$ cat src/sv/bts_blend.sv
`timescale 1ns / 1ps
// One channel: weights times texels, summed, rounded and saturated. Two stages.
module bts_blend #(
	parameter int CB = 8,
	parameter int WB = 33
) (
	input  logic          clk,
	input  logic [CB-1:0] t00,
	input  logic [CB-1:0] t10,
	input  logic [CB-1:0] t01,
	input  logic [CB-1:0] t11,
	input  logic [WB-1:0] w00,
	input  logic [WB-1:0] w10,
	input  logic [WB-1:0] w01,
	input  logic [WB-1:0] w11,
	output logic [CB-1:0] res
);
	localparam int PB = WB + CB;
	localparam int SB = PB + 2;
	localparam int SH = WB - 1;
	logic [PB-1:0] p00_s1, p10_s1, p01_s1, p11_s1;
	logic [SB-1:0] sum;
	logic [SB-1:0] rnd;

	always_ff @(posedge clk) begin
		p00_s1 <= PB'(t00) * PB'(w00);
		p10_s1 <= PB'(t10) * PB'(w10);
		p01_s1 <= PB'(t01) * PB'(w01);
		p11_s1 <= PB'(t11) * PB'(w11);
	end

	always_comb begin
		sum = SB'(p00_s1) + SB'(p10_s1) + SB'(p01_s1) + SB'(p11_s1);
		rnd = (sum + (SB'(1) << (SH - 1))) >> SH;
	end

	always_ff @(posedge clk) begin
		res <= (rnd > SB'({CB{1'b1}})) ? {CB{1'b1}} : rnd[CB-1:0];
	end
endmodule

$ cat config.mk
export PLATFORM = sky130hd
export DESIGN_NAME = bts_blend
export DESIGN_NICKNAME = d
export VERILOG_FILES = /design/src/sv/bts_blend.sv
export SDC_FILE = /design/constraint.sdc
export NUM_CORES = 2
export LEC_CHECK = 0
export ABC_AREA = 1
export CAP_MARGIN = 20
export CELL_PAD_IN_SITES_DETAIL_PLACEMENT = 1
export CELL_PAD_IN_SITES_GLOBAL_PLACEMENT = 1
export CORE_AREA = 2 2 311 313
export CTS_CLUSTER_DIAMETER = 60
export DETAILED_ROUTE_END_ITERATION = 7
export DIE_AREA = 0 0 313 315
export DONT_BUFFER_PORTS = 1
export HOLD_SLACK_MARGIN = 0.03
export PLACE_DENSITY = 0.75
export SLEW_MARGIN = 20
export SYNTH_ARGS = -nofsm -noshare
export SYNTH_HDL_FRONTEND = slang
export SYNTH_SLANG_ARGS = --single-unit
$ cat constraint.sdc
create_clock -name clk -period 9.9 [get_ports clk]
set_input_delay 1.98 -clock clk [delete_from_list [all_inputs] [get_ports clk]]
set_output_delay 1.98 -clock clk [all_outputs]
set_load 0.01 [all_outputs]
==> run summary <==
The first global-routing pass estimated 220000 um of wire. The via count of the first global-routing pass came to 40800. The path with the worst hold slack has its endpoint at res[5]. The number of enable flip-flop cells after synthesis is 0. The number of antenna violations at the first check in global routing came out at 1. For this design the top-level I/O count stands at 173. After routing, the total negative slack on setup checks comes to 0 ps.

The share of layout cells above drive strength 1 came out at 0.0146. The worst hold path begins at p01_s1[40]. In the global route stage, overall resource usage came out at 0.282. After the first detailed-routing iteration, the DRC count stood at 1532.

In this design, the largest share of critical-path delay is due to adder cells. At the worst endpoint, the arrival time is 6050 ps. The number of clock buffers inserted by TritonCTS came out at 17.

The starting density of the core came out at 0.464. The share of flip-flops with an asynchronous set or reset is 0. The congestion estimate from routability-driven global placement came to 0.922.

The leftover overflow at the end of global routing is 0. The total number of placement rows is 114. The detailed-routing iteration count for the pre-antenna-repair pass is 5.

For this design, the slowest cell found on the critical path is sky130_fd_sc_hd__fa_1. The reg-to-reg setup timing slack is 6070 ps. On the worst path, the slowest cell contributes a delay of 600 ps. TritonCTS built the clock tree. The maximum number of pins on one net before global-route repair is 34. The clock edge transition at the registers on the reported setup and hold paths came out at 70 ps.

The count of unresolved DRC violations after routing came out at 0. Once the clock tree was built, the setup fixing pass inserted 0 buffers. The count of nets left with antenna violations once routing finished came out at 0.

The Yosys step of the flow raised 0 warnings. The flow ran to the end, and the final reports show no timing, DRC or antenna violations. The total wire length after detailed routing is 135000 um. The prevailing post-synth register cell is sky130_fd_sc_hd__dfxtp_1. The signed area change from the synthesized netlist to the final layout came out at 2.58%. Of the total synthesized cell area, the portion taken by XOR and XNOR cells is 0.0258. Input and output buffers added on the ports amount to 0.

The clock sink count came out at 172. The post-synthesis cell type count is 45. The count of maximum capacitance violations is 0. The upper clock frequency limit is 0.174 GHz. The number of standard cells after synthesis is 6187. The instance count along the most critical hold path is 5. Walking the worst path, the cells encountered are nand2_1 > inv_1 > fa_1 > fa_1 > fa_1 > fa_1 > ha_1 > nand2_1 > nor2_1 > inv_1 > nor3_2 > nand2_1 > nand2_1 > nand2_1 > nand2_1 > xor2_1. After synthesis, the largest family of logic cells by area is adder cells.

Counting every net in the synthesized netlist gives 7500. The required time reported for the critical path endpoint came out at 10190 ps. The placeable core region is 0.0957 mm2. The count of hold-fix buffers inserted at cts came out at 0. The mean post-synth cell area came out at 7.18 um2. The register area share after synthesis came out at 0.0775. Of the total synthesized cell area, the portion taken by AND, OR, NAND and NOR gates is 0.196. The area of the die came out at 0.0986 mm2. The number of buffers and inverters on the critical path is 2. The length in cells of the worst reg-to-reg path is 16. The relative slew slack is 0.597. The repair_antennas step left the layout with diodes totalling 0. In this run the critical register-to-register path is captured at res[6]. The clock period could shrink to 5760 ps. The total count of hold-check failures in the final report came out at 0. The worst setup path is launched from an input port.

The flop and latch count out of synthesis is 172. The die boundary width is 313 um. The multi-input logic area is 0.0330 mm2. Measured along the y axis, the die boundary spans 315 um. The transition time of the tightest slew-check pin is 603 ps.

The via density per instance came out at 5.00. In the finished design, the share of the clock period the worst path needs comes to 0.582. Clock tree synthesis selected as its root buffer the cell sky130_fd_sc_hd__clkbuf_16.

The count of final max-slew check failures is 0. The post-detailed-route wirelength per cell is 18.6 um. After clock tree synthesis, the repair step resized 0 gates. In this run the critical register-to-register path is launched from p00_s1[30]. The critical path is of the input port to flop type. The clock insertion delay at the later pin of the skew report came out at 470 ps. The register area came out at 0.00344 mm2. The fraction of the mapped netlist area in adder cells is 0.463. The clock passes through at most 2 buffers. The depth of the CTS H-tree is 4.

The half-perimeter wire length of the detailed placement result is 116000 um. The post-synthesis cell area is 0.0444 mm2. The largest driver fanout on the critical path is 8. Between clock sinks in the finished design, the worst skew comes to 21.9 ps. The fraction of synthesized area in multiplexers came out at 0. The path class of the tightest hold or removal check is flop to flop.

The setup violation total in the final timing report is 0. For this run, the post-layout net count is 7259. The routed layout has 36200 vias. The fraction of the mapped netlist area in compound gates is 0.0586. The number of filler instances in the final layout came out at 12300. STA classifies the critical path endpoint as a flop. The most numerous cell type found on the critical path is sky130_fd_sc_hd__nand2_1. Setup repair after global routing left no endpoint under its margin.
-- registers in the layout, summed over array words and instances, names as in the netlist --
register	count
res	8
p10_s1	41
p11_s1	41
p00_s1	41
p01_s1	41
-- area by class of cell --
type,instances,share of cell area
Inverter,1827,0.151
Tap cell,1276,0.0350
Sequential cell,172,0.0756
Clock buffer,18,0.00964
Multi-Input combinational cell,3928,0.725
Clock inverter,13,0.00445
-- cells by family after synthesis --
group	count (synthesis)
AO/OA/AOI/OAI	467
XOR/XNOR	131
adder cells (fa/ha/maj)	1148
buffers and inverters	2087
flip-flops	172
AND/OR/NAND/NOR	2182
-- worst max path at each step --
stage               cells past startpoint  startpoint  slack [ps]         end
global placement                       17      t11[2]        3760  p11_s1[30]
global route                           18      w00[6]        3970  p00_s1[33]
detailed placement                     16      t00[2]        3730  p00_s1[39]
finish                                 16     w10[12]        4140  p10_s1[23]
floorplan                              20      t00[2]        3860  p00_s1[32]
CTS                                    16      t00[2]        4190  p00_s1[39]
-- cells in the final DEF, fill, tap and decap left out, types with 15 or more instances in the layout --
cell type,netlist,layout
sky130_fd_sc_hd__nor3_1,27,27
sky130_fd_sc_hd__nand4_1,19,19
sky130_fd_sc_hd__xnor2_1,24,24
sky130_fd_sc_hd__nand2_2,15,15
sky130_fd_sc_hd__a31oi_1,37,37
sky130_fd_sc_hd__fa_1,825,825
sky130_fd_sc_hd__dfxtp_1,172,172
sky130_fd_sc_hd__o21bai_1,29,29
sky130_fd_sc_hd__nand2_1,1655,1655
sky130_fd_sc_hd__ha_1,323,323
sky130_fd_sc_hd__o21ai_0,131,131
sky130_fd_sc_hd__a21oi_1,215,215
sky130_fd_sc_hd__xor2_1,107,107
sky130_fd_sc_hd__clkbuf_16,0,17
sky130_fd_sc_hd__nor2_1,308,308
sky130_fd_sc_hd__nand3_1,108,108
sky130_fd_sc_hd__inv_1,1827,1827
sky130_fd_sc_hd__a21o_1,21,21
-- layer usage --
metal | track usage | up-vias | share of wire
met2 | 0.507 | 531 | 0.51
met4 | 0.0435 | 2 | 0.014
met5 | 0 | - | 0.000097
li1 | - | 17100 | -
met3 | 0.0225 | 113 | 0.029
met1 | 0.376 | 18400 | 0.45
-- worst register-to-register path: stages (launching register included) --
cell	delay, ps
sky130_fd_sc_hd__dfxtp_1	350
sky130_fd_sc_hd__inv_1	70
sky130_fd_sc_hd__fa_1	530
sky130_fd_sc_hd__inv_1	50
sky130_fd_sc_hd__fa_1	390
sky130_fd_sc_hd__fa_1	490
sky130_fd_sc_hd__ha_1	340
sky130_fd_sc_hd__nand2_1	120
sky130_fd_sc_hd__inv_1	70
sky130_fd_sc_hd__a21oi_1	220
sky130_fd_sc_hd__nand3_1	200
sky130_fd_sc_hd__a21oi_1	250
sky130_fd_sc_hd__nand3_1	110
sky130_fd_sc_hd__nand2_1	80
sky130_fd_sc_hd__nand2_2	80
sky130_fd_sc_hd__nor2_8	150
sky130_fd_sc_hd__nand3_1	170
-- metrics by stage --
stage | hold WS, ps | cells | util | cell area [um2] | setup slack (ps)
2_1_floorplan | 891 | 6187 | - | 44400 | 3860
3_3_place_gp | 1090 | 7203 | 0.469 | 44900 | 3760
3_5_place_dp | 1110 | 7203 | 0.469 | 44900 | 3730
4_1_cts | 1130 | 7234 | 0.476 | 45600 | 4190
5_1_grt | 1190 | 7234 | 0.476 | 45600 | 3970
6_report | 1140 | 7234 | 0.476 | 45600 | 4140
-- cells in the mapped netlist (4+ instances only) --
cell type | number | share of area
sky130_fd_sc_hd__o21ai_1 | 10 | 0.0011
sky130_fd_sc_hd__nand3b_1 | 10 | 0.0017
sky130_fd_sc_hd__xor2_1 | 107 | 0.021
sky130_fd_sc_hd__a21oi_1 | 215 | 0.024
sky130_fd_sc_hd__nor2_1 | 308 | 0.026
sky130_fd_sc_hd__xnor2_1 | 24 | 0.0047
sky130_fd_sc_hd__dfxtp_1 | 172 | 0.078
sky130_fd_sc_hd__nand2_1 | 1655 | 0.14
sky130_fd_sc_hd__nor3_2 | 10 | 0.0023
sky130_fd_sc_hd__inv_1 | 1827 | 0.15
sky130_fd_sc_hd__nand3_1 | 108 | 0.012
sky130_fd_sc_hd__o21ai_0 | 131 | 0.015
sky130_fd_sc_hd__nor4_2 | 4 | 0.0011
sky130_fd_sc_hd__clkbuf_1 | 170 | 0.014
sky130_fd_sc_hd__a31oi_1 | 37 | 0.0052
sky130_fd_sc_hd__a21o_1 | 21 | 0.0036
sky130_fd_sc_hd__ha_1 | 323 | 0.091
sky130_fd_sc_hd__nor3_1 | 27 | 0.0030
sky130_fd_sc_hd__o21bai_1 | 29 | 0.0049
sky130_fd_sc_hd__clkbuf_2 | 89 | 0.010
sky130_fd_sc_hd__nand2_2 | 15 | 0.0021
sky130_fd_sc_hd__o21ai_2 | 6 | 0.0012
sky130_fd_sc_hd__fa_1 | 825 | 0.37
sky130_fd_sc_hd__nand4_1 | 19 | 0.0027
sky130_fd_sc_hd__o21a_1 | 4 | 0.00068
sky130_fd_sc_hd__nor2_2 | 6 | 0.00085
Power is left out: the tool's default activity adds up to more than one toggle a clock period on the data nets, which glitch-free logic cannot reach.
